===== config.mk =====
export PLATFORM = sky130hd
export DESIGN_NAME = lcd_nibble_write_sequencer_flat
export DESIGN_NICKNAME = d
export VERILOG_FILES = /design/src/rtl/lnws_pkg.sv /design/src/rtl/lnws_if.sv /design/src/rtl/lcd_nibble_write_sequencer.sv /design/src/flat_wrapper.sv
export SDC_FILE = /design/constraint.sdc
export NUM_CORES = 1
export LEC_CHECK = 0
export ABC_AREA = 1
export BUFFER_PORTS_ARGS = -buffer_cell sky130_fd_sc_hd__buf_2
export CAP_MARGIN = 20
export CORE_MARGIN = 10
export CORE_UTILIZATION = 44
export DETAILED_ROUTE_END_ITERATION = 16
export HOLD_SLACK_MARGIN = 0.06
export SLEW_MARGIN = 40
export SYNTH_ARGS = -nofsm -noshare
export SYNTH_HDL_FRONTEND = slang
export SYNTH_SLANG_ARGS = --single-unit

===== constraint.sdc =====
create_clock -name clk -period 2.45 [get_ports clk]
set_input_delay 0.1225 -clock clk [delete_from_list [all_inputs] [get_ports clk]]
set_output_delay 0.1225 -clock clk [all_outputs]
set_load 0.005 [all_outputs]

===== src/rtl/lnws_pkg.sv =====
`timescale 1ns / 1ps
// ----------------------------------------------------------------------------
// lnws_pkg
// types, constants and helpers for the lcd nibble write sequencer
// ----------------------------------------------------------------------------
package lnws_pkg;

    localparam int WAIT_COUNT_BITS = 20;
    localparam int PHASE_W         = 16;
    localparam int FIXED_W         = 20;
    localparam int CFG_DATA_W      = 20;
    localparam int CFG_ADDR_W      = 1;

    localparam logic [CFG_ADDR_W-1:0] REG_PHASE_TICKS = 1'd0;
    localparam logic [CFG_ADDR_W-1:0] REG_FIXED_WAIT  = 1'd1;

    localparam logic [PHASE_W-1:0] PHASE_TICKS_RST = 16'd1;
    localparam logic [FIXED_W-1:0] FIXED_WAIT_RST  = 20'd10000;

    localparam logic [63:0] COUNT_CAP = (64'd1 << WAIT_COUNT_BITS) - 64'd1;

    typedef logic [WAIT_COUNT_BITS-1:0] count_t;

    typedef enum logic [3:0] {
        PH_IDLE        = 4'd0,
        PH_POLL_HI     = 4'd1,
        PH_POLL_LO     = 4'd2,
        PH_POLL2_SETUP = 4'd3,
        PH_POLL2_HI    = 4'd4,
        PH_POLL2_HOLD  = 4'd5,
        PH_FIXED       = 4'd6,
        PH_UP_SETUP    = 4'd7,
        PH_UP_HI       = 4'd8,
        PH_UP_HOLD     = 4'd9,
        PH_LO_SETUP    = 4'd10,
        PH_LO_HI       = 4'd11,
        PH_LO_HOLD     = 4'd12
    } seq_phase_t;

    typedef struct packed {
        logic send_low;
        logic check_busy;
        logic is_data;
    } flags_t;

    typedef struct packed {
        logic       req_type;
        logic [7:0] cmd_byte;
        logic       is_data;
        logic       check_busy;
        logic       send_low;
        logic       busy_pin;
    } lnws_in_t;

    typedef struct packed {
        logic       rs_out;
        logic       rw_out;
        logic       e_out;
        logic [3:0] nibble_out;
        logic       bus_drive;
        logic       ready_res;
        logic       accepted;
        logic       write_done;
    } lnws_out_t;

    // zero acts as one tick, anything past the counter saturates
    function automatic count_t clamp_count(input logic [CFG_DATA_W-1:0] v);
        logic [63:0] w;
        w = {{(64-CFG_DATA_W){1'b0}}, v};
        if (w == 64'd0)
        begin
            w = 64'd1;
        end
        else if (w > COUNT_CAP)
        begin
            w = COUNT_CAP;
        end
        return w[WAIT_COUNT_BITS-1:0];
    endfunction

endpackage


===== src/rtl/lnws_if.sv =====
`timescale 1ns / 1ps
// ----------------------------------------------------------------------------
// lnws channel interfaces
// valid/ready channels for tick items and pin results
// ----------------------------------------------------------------------------
interface lnws_in_if import lnws_pkg::*; ();
    logic     valid;
    logic     ready;
    lnws_in_t payload;

    modport source (output valid, output payload, input ready);
    modport sink   (input valid, input payload, output ready);
endinterface

interface lnws_out_if import lnws_pkg::*; ();
    logic      valid;
    logic      ready;
    lnws_out_t payload;

    modport source (output valid, output payload, input ready);
    modport sink   (input valid, input payload, output ready);
endinterface


===== src/rtl/lcd_nibble_write_sequencer.sv =====
`timescale 1ns / 1ps
// ----------------------------------------------------------------------------
// lcd_nibble_write_sequencer
// pin sequencer for a character display on a 4-bit bus
// ----------------------------------------------------------------------------
// each transaction on in_ch is one time tick; it may carry a command request
// (byte plus data, poll-busy and send-low flags) and the busy level on d7.
// each tick yields exactly one transaction on out_ch with the rs, rw, e,
// d4..d7 and bus-drive levels after that tick, plus ready, accepted and
// write-done flags.
// the result of a tick sits in the output register in the cycle after its
// input transaction. throughput: one tick per cycle while out_ch is not
// stalled, with the single sequencer state update between input and result.
// when out_ch stalls, the result register holds and in_ch.ready drops, so no
// tick is lost; a new tick is taken in the same cycle the old result leaves.
// cfg_we writes phase_ticks (index 0) or fixed_wait_ticks (index 1); write
// only while no ticks are in flight.
// reset: sequencer idle, bus driven, pins low, phase_ticks 1,
// fixed_wait_ticks 10000, output register empty.
// ----------------------------------------------------------------------------
module lcd_nibble_write_sequencer import lnws_pkg::*;
(
    input  logic                  clk,
    input  logic                  rst_n,
    input  logic                  cfg_we,
    input  logic [CFG_ADDR_W-1:0] cfg_addr,
    input  logic [CFG_DATA_W-1:0] cfg_wdata,
    lnws_in_if.sink               in_ch,
    lnws_out_if.source            out_ch
);

    logic [PHASE_W-1:0] phase_ticks_reg;
    logic [FIXED_W-1:0] fixed_wait_reg;

    seq_phase_t seq_phase_reg, seq_phase_next;
    count_t     count_reg, count_next;
    logic [7:0] byte_reg, byte_next;
    flags_t     flags_reg, flags_next;
    logic       seen_busy_reg, seen_busy_next;
    logic       rs_reg, rs_next;
    logic       rw_reg, rw_next;
    logic       e_reg, e_next;
    logic [3:0] nibble_reg, nibble_next;
    logic       drive_reg, drive_next;

    logic       out_valid_reg, out_valid_next;
    lnws_out_t  out_data_reg, out_data_next;

    logic       in_fire;
    logic       acc;
    logic       done;
    logic       start_wr;
    count_t     phase_cnt;
    count_t     fixed_cnt;

    assign in_ch.ready    = !out_valid_reg || out_ch.ready;
    assign in_fire        = in_ch.valid && in_ch.ready;
    assign out_ch.valid   = out_valid_reg;
    assign out_ch.payload = out_data_reg;

    assign phase_cnt = clamp_count({{(CFG_DATA_W-PHASE_W){1'b0}}, phase_ticks_reg});
    assign fixed_cnt = clamp_count(fixed_wait_reg);

    // configuration registers
    always_ff @(posedge clk or negedge rst_n)
    begin
        if (!rst_n)
        begin
            phase_ticks_reg <= PHASE_TICKS_RST;
            fixed_wait_reg  <= FIXED_WAIT_RST;
        end
        else if (cfg_we)
        begin
            unique case (cfg_addr)
                REG_PHASE_TICKS: phase_ticks_reg <= cfg_wdata[PHASE_W-1:0];
                REG_FIXED_WAIT:  fixed_wait_reg  <= cfg_wdata[FIXED_W-1:0];
                default:         phase_ticks_reg <= phase_ticks_reg;
            endcase
        end
    end

    // sequencer next state for one tick
    always_comb
    begin
        seq_phase_next = seq_phase_reg;
        count_next     = count_reg;
        byte_next      = byte_reg;
        flags_next     = flags_reg;
        seen_busy_next = seen_busy_reg;
        rs_next        = rs_reg;
        rw_next        = rw_reg;
        e_next         = e_reg;
        nibble_next    = nibble_reg;
        drive_next     = drive_reg;
        acc            = 1'b0;
        done           = 1'b0;
        start_wr       = 1'b0;

        if (seq_phase_reg == PH_IDLE)
        begin
            if (in_ch.payload.req_type)
            begin
                acc                   = 1'b1;
                byte_next             = in_ch.payload.cmd_byte;
                flags_next.is_data    = in_ch.payload.is_data;
                flags_next.check_busy = in_ch.payload.check_busy;
                flags_next.send_low   = in_ch.payload.send_low;
                seen_busy_next        = 1'b0;
                if (in_ch.payload.check_busy)
                begin
                    // release the bus and raise e for the first status read
                    rs_next        = 1'b0;
                    drive_next     = 1'b0;
                    rw_next        = 1'b1;
                    e_next         = 1'b1;
                    seq_phase_next = PH_POLL_HI;
                    count_next     = phase_cnt;
                end
                else
                begin
                    seq_phase_next = PH_FIXED;
                    count_next     = fixed_cnt;
                end
            end
        end
        else if (count_reg > count_t'(1))
        begin
            count_next = count_reg - count_t'(1);
        end
        else
        begin
            count_next = phase_cnt;
            unique case (seq_phase_reg)
                PH_POLL_HI:
                begin
                    seen_busy_next = in_ch.payload.busy_pin;
                    e_next         = 1'b0;
                    seq_phase_next = PH_POLL_LO;
                end
                PH_POLL_LO:
                begin
                    seq_phase_next = PH_POLL2_SETUP;
                end
                PH_POLL2_SETUP:
                begin
                    e_next         = 1'b1;
                    seq_phase_next = PH_POLL2_HI;
                end
                PH_POLL2_HI:
                begin
                    e_next         = 1'b0;
                    seq_phase_next = PH_POLL2_HOLD;
                end
                PH_POLL2_HOLD:
                begin
                    if (seen_busy_reg)
                    begin
                        e_next         = 1'b1;
                        seq_phase_next = PH_POLL_HI;
                    end
                    else
                    begin
                        start_wr = 1'b1;
                    end
                end
                PH_FIXED:
                begin
                    start_wr = 1'b1;
                end
                PH_UP_SETUP:
                begin
                    e_next         = 1'b1;
                    seq_phase_next = PH_UP_HI;
                end
                PH_LO_SETUP:
                begin
                    e_next         = 1'b1;
                    seq_phase_next = PH_LO_HI;
                end
                PH_UP_HI:
                begin
                    e_next         = 1'b0;
                    seq_phase_next = PH_UP_HOLD;
                end
                PH_LO_HI:
                begin
                    e_next         = 1'b0;
                    seq_phase_next = PH_LO_HOLD;
                end
                PH_UP_HOLD:
                begin
                    if (flags_reg.send_low)
                    begin
                        nibble_next    = byte_reg[3:0];
                        seq_phase_next = PH_LO_SETUP;
                    end
                    else
                    begin
                        seq_phase_next = PH_IDLE;
                        count_next     = '0;
                        done           = 1'b1;
                    end
                end
                PH_LO_HOLD:
                begin
                    seq_phase_next = PH_IDLE;
                    count_next     = '0;
                    done           = 1'b1;
                end
                default:
                begin
                    seq_phase_next = PH_IDLE;
                    count_next     = '0;
                end
            endcase
        end

        // drive the bus with the upper nibble and start its setup phase
        if (start_wr)
        begin
            rw_next        = 1'b0;
            drive_next     = 1'b1;
            rs_next        = flags_reg.is_data;
            nibble_next    = byte_reg[7:4];
            seq_phase_next = PH_UP_SETUP;
            count_next     = phase_cnt;
        end
    end

    always_comb
    begin
        out_data_next.rs_out     = rs_next;
        out_data_next.rw_out     = rw_next;
        out_data_next.e_out      = e_next;
        out_data_next.nibble_out = nibble_next;
        out_data_next.bus_drive  = drive_next;
        out_data_next.ready_res  = (seq_phase_next == PH_IDLE);
        out_data_next.accepted   = acc;
        out_data_next.write_done = done;

        if (in_fire)
        begin
            out_valid_next = 1'b1;
        end
        else if (out_ch.ready)
        begin
            out_valid_next = 1'b0;
        end
        else
        begin
            out_valid_next = out_valid_reg;
        end
    end

    always_ff @(posedge clk or negedge rst_n)
    begin
        if (!rst_n)
        begin
            seq_phase_reg <= PH_IDLE;
            count_reg     <= '0;
            byte_reg      <= '0;
            flags_reg     <= '0;
            seen_busy_reg <= 1'b0;
            rs_reg        <= 1'b0;
            rw_reg        <= 1'b0;
            e_reg         <= 1'b0;
            nibble_reg    <= '0;
            drive_reg     <= 1'b1;
            out_valid_reg <= 1'b0;
        end
        else
        begin
            out_valid_reg <= out_valid_next;
            if (in_fire)
            begin
                seq_phase_reg <= seq_phase_next;
                count_reg     <= count_next;
                byte_reg      <= byte_next;
                flags_reg     <= flags_next;
                seen_busy_reg <= seen_busy_next;
                rs_reg        <= rs_next;
                rw_reg        <= rw_next;
                e_reg         <= e_next;
                nibble_reg    <= nibble_next;
                drive_reg     <= drive_next;
            end
        end
    end

    // result register, payload only
    always_ff @(posedge clk)
    begin
        if (in_fire)
        begin
            out_data_reg <= out_data_next;
        end
    end

endmodule


===== src/flat_wrapper.sv =====
// flat-port wrapper written by rule: the top's interface ports become plain ports
module lcd_nibble_write_sequencer_flat import lnws_pkg::*;
  (clk, rst_n, cfg_we, cfg_addr, cfg_wdata, in_ch_valid, in_ch_payload, in_ch_ready, out_ch_valid, out_ch_payload, out_ch_ready);
  lnws_in_if in_ch_i ();
  lnws_out_if out_ch_i ();
  input  logic clk;
  input  logic rst_n;
  input  logic cfg_we;
  input  logic [CFG_ADDR_W-1:0] cfg_addr;
  input  logic [CFG_DATA_W-1:0] cfg_wdata;
  input wire logic [$bits(in_ch_i.valid)-1:0] in_ch_valid;
  input wire logic [$bits(in_ch_i.payload)-1:0] in_ch_payload;
  output wire logic [$bits(in_ch_i.ready)-1:0] in_ch_ready;
  output wire logic [$bits(out_ch_i.valid)-1:0] out_ch_valid;
  output wire logic [$bits(out_ch_i.payload)-1:0] out_ch_payload;
  input wire logic [$bits(out_ch_i.ready)-1:0] out_ch_ready;
  assign in_ch_i.valid = in_ch_valid;
  assign in_ch_i.payload = in_ch_payload;
  assign in_ch_ready = in_ch_i.ready;
  assign out_ch_valid = out_ch_i.valid;
  assign out_ch_payload = out_ch_i.payload;
  assign out_ch_i.ready = out_ch_ready;
  lcd_nibble_write_sequencer u_core (.clk(clk), .rst_n(rst_n), .cfg_we(cfg_we), .cfg_addr(cfg_addr), .cfg_wdata(cfg_wdata), .in_ch(in_ch_i), .out_ch(out_ch_i));
endmodule

==> impl_metrics.tcl <==
set metrics [dict create \
    p_per_area_nw_per_um2 859 \
    cts_tree "done" \
    fin_crit_ns 2.18 \
    via_per_inst 5.09 \
    min_path_cells 3 \
    ant_nets 0 \
    grt_max_degree 47 \
    num-nets-final 792 \
    crit_slowest_cell "dfrtp_1" \
    synth_top_cells_by_area "dfrtp_1 35%, nand2_1 15%, edfxtp_1 6.4%" \
    clk_path_buf_depth 2 \
    synthXorXnorAreaFrac 0.0152 \
    routed_wire_length_per_instance_um 14.7 \
    rr_worst_depth 13 \
    synthToLayoutAreaGrowth_pct 18.7 \
    start_util 0.451 \
    setup_tns_ns 0 \
    synth_edf_count 11 \
    clock-root-buffer "clkbuf_16" \
    max_freq_mhz 459 \
    hp-start "cfg_wdata[0]" \
    cp-startpoint "u_core.count_reg[0]" \
    p_leak_nw 3.13 \
    netlist_area_sq_um 5200 \
    htreeDepth 3 \
    place_inst 853 \
    dpl.hpwl_mm 9.88 \
    vdd_drop_max_mv 0.499 \
    synth.yosys.seq_area_share 0.450 \
    fin_cells 899 \
    coreArea_sq_um 11500 \
    clkLatencyLatePin_ns 0.34 \
    grt_setup_unrepaired "false" \
    finalPower_mw 5.30 \
    period_share 0.889 \
    syn_nets 710 \
    antenna_found_initial 0 \
    min_path_type "in -> reg" \
    clock_skew_ns 0.00834 \
    dieArea_sq_um 16600 \
    outcome "finished clean" \
    diodes 0 \
    path_common_cell "nand2_1" \
    ys.flop_type "dfrtp_1" \
    rrSetupSlack_ns 0.27 \
    cts_sinks 91 \
    drtIter0Drc 385 \
    netlist_top_cells_count "209 x nand2_1, 76 x inv_1, 73 x dfrtp_1, 60 x nor2_1, 48 x o21ai_0" \
    ioPinCount 52 \
    gp_congestion 0.881 \
    finalHoldViolations 0 \
    die_x_um 129 \
    n_fill_cell 1074 \
    drive_gt1_frac 0.183 \
    synth_warnings 0 \
    worstPathArrival_ns 2.41 \
    firstDrtPassIters 5 \
    synth_top_family_by_area "simple AND/OR/NAND/NOR gates" \
    r2r_start "u_core.count_reg[0]" \
    setup_violations 0 \
    portBuffers 51 \
    synth_fa_ha_area_frac 0.00481 \
    critPathMaxFanout 15 \
    yosysTopAreaCell "dfrtp_1" \
    synthSimpleGateAreaFrac 0.331 \
    worst-path-buf-inv 3 \
    worst-setup-path-type "reg -> reg" \
    ys_ff_latch 91 \
    clk_pin_slew_worst_paths_ns 0.06 \
    cp.required_ns 2.68 \
    post_cts_resize_count 0 \
    holdPathEnd "u_core.phase_ticks_reg[0]" \
    slowest_delay_ns 0.40 \
    synth_compound_area_frac 0.0857 \
    synth_top_area_share 0.351 \
    synth-async-reset-ratio 0.879 \
    vias 4579 \
    finalWirelength_mm 13.3 \
    synth_area_per_cell_sq_um 7.77 \
    cp-start-kind "flop" \
    rows 39 \
    die_y_um 129 \
    syn_inst 669 \
    r2r_end "u_core.count_reg[8]" \
    cp-end-kind "flop" \
    grt_pass1_vias 4485 \
    grt.total_usage 0.164 \
    yosys.cell_count.top_type "nand2_1" \
    ys_types 43 \
    max_cap_viol_count 0 \
    tightest_slew_ns 0.572 \
    slew_headroom 0.619 \
    cts_buffers 9 \
    crit_chain "inv_1, ha_1, inv_1, nand2_1, nand2_1, nor2_1, nand3_4, nand2_4, inv_2, nor2_2, nand2_1, nand3_1, nand2_1" \
    grt_pass1_wl_mm 22.1 \
    drv_slew 0 \
    crit_family "simple AND/OR/NAND/NOR gates" \
    synth.mux.area_fraction 0.0332 \
    remaining_drc_errors 0 \
    overflow 0 \
]
[worst max-delay path by stage]
stage | cells past startpoint | slack (ns) | endpoint
detailed placement | 13 | 0.28 | u_core.count_reg[8]
global route | 13 | 0.04 | u_core.count_reg[10]
finish | 13 | 0.27 | u_core.count_reg[8]
CTS | 13 | 0.27 | u_core.count_reg[8]
floorplan | 11 | 0.71 | u_core.out_ch.payload[2]
global placement | 13 | 0.39 | u_core.count_reg[5]
[area by class of cell]
cell class,count,area (sq um),share of cell area
Clock buffer,13,240,0.0389
Clock inverter,3,42.5,0.00689
Inverter,84,315,0.0511
Multi-Input combinational cell,477,2440,0.396
Sequential cell,91,2340,0.379
Tap cell,143,179,0.0290
Timing Repair Buffer,88,611,0.0989
[cells by family (layout without fill, tap and decap cells)]
family,after synthesis,in the layout
and+or+nand+nor,373,373
AOI/OAI and AO/OA,81,81
buffers and inverters,101,188
xor gates and xnor gates,9,9
muxes,12,12
adders and majority gates,2,2
DFF,91,91
[power breakdown]
part	leakage (nW)	total, mW	switching (mW)	internal, mW
sequential	1.10	2.14	0.318	1.82
combinational	1.89	1.81	1.13	0.680
clock	0.134	1.36	0.566	0.791
total	3.13	5.30	2.01	3.29
[placed cells by master (no fill, tap or decap), types with 3 or more instances in the layout]
master	count
dfrtp_1	73
nor2_4	4
o22ai_1	4
buf_4	8
nand2_2	12
clkbuf_16	9
nor2_1	60
edfxtp_1	11
buf_2	50
nand2_1	208
dlygate4sd3_1	30
nand3_1	43
nand4_1	11
inv_2	8
nor2_2	9
dfstp_2	7
clkbuf_1	4
o21ai_0	48
o21ai_1	8
nand3_4	3
a21oi_1	11
inv_1	76
nand2_4	3
xnor2_1	3
xor2_1	6
nor4_1	3
nand3b_1	5
mux2_4	10
[repair_timing]
action,4_1_cts,5_1_grt
hold buffers,30,0
hold endpoints to repair,77,0
buffers inserted,0,0
[stage by stage]
stage / hold slack, ns / util / instance area (sq um) / worst slack (ns)
after floorplan: -0.173 / - / 5200 / 0.709
after global placement: 0.152 / 0.485 / 5590 / 0.386
after detailed placement: 0.151 / 0.485 / 5590 / 0.284
after CTS: 0.0615 / 0.536 / 6170 / 0.265
after global routing: 0.0712 / 0.536 / 6170 / 0.0373
final: 0.0630 / 0.536 / 6170 / 0.273
[metal layers]
metal | share of wire | GRT usage
met1 | 0.50 | 0.235
met2 | 0.44 | 0.241
met3 | 0.048 | 0.0267
met4 | 0.016 | 0.0696
met5 | 0 | 0
[tightest hold or removal path, cell delays in order]
cell     delay [ns]
buf_2          0.10
inv_1          0.06
o21ai_0        0.10
Power figures use the tool's default switching activity.
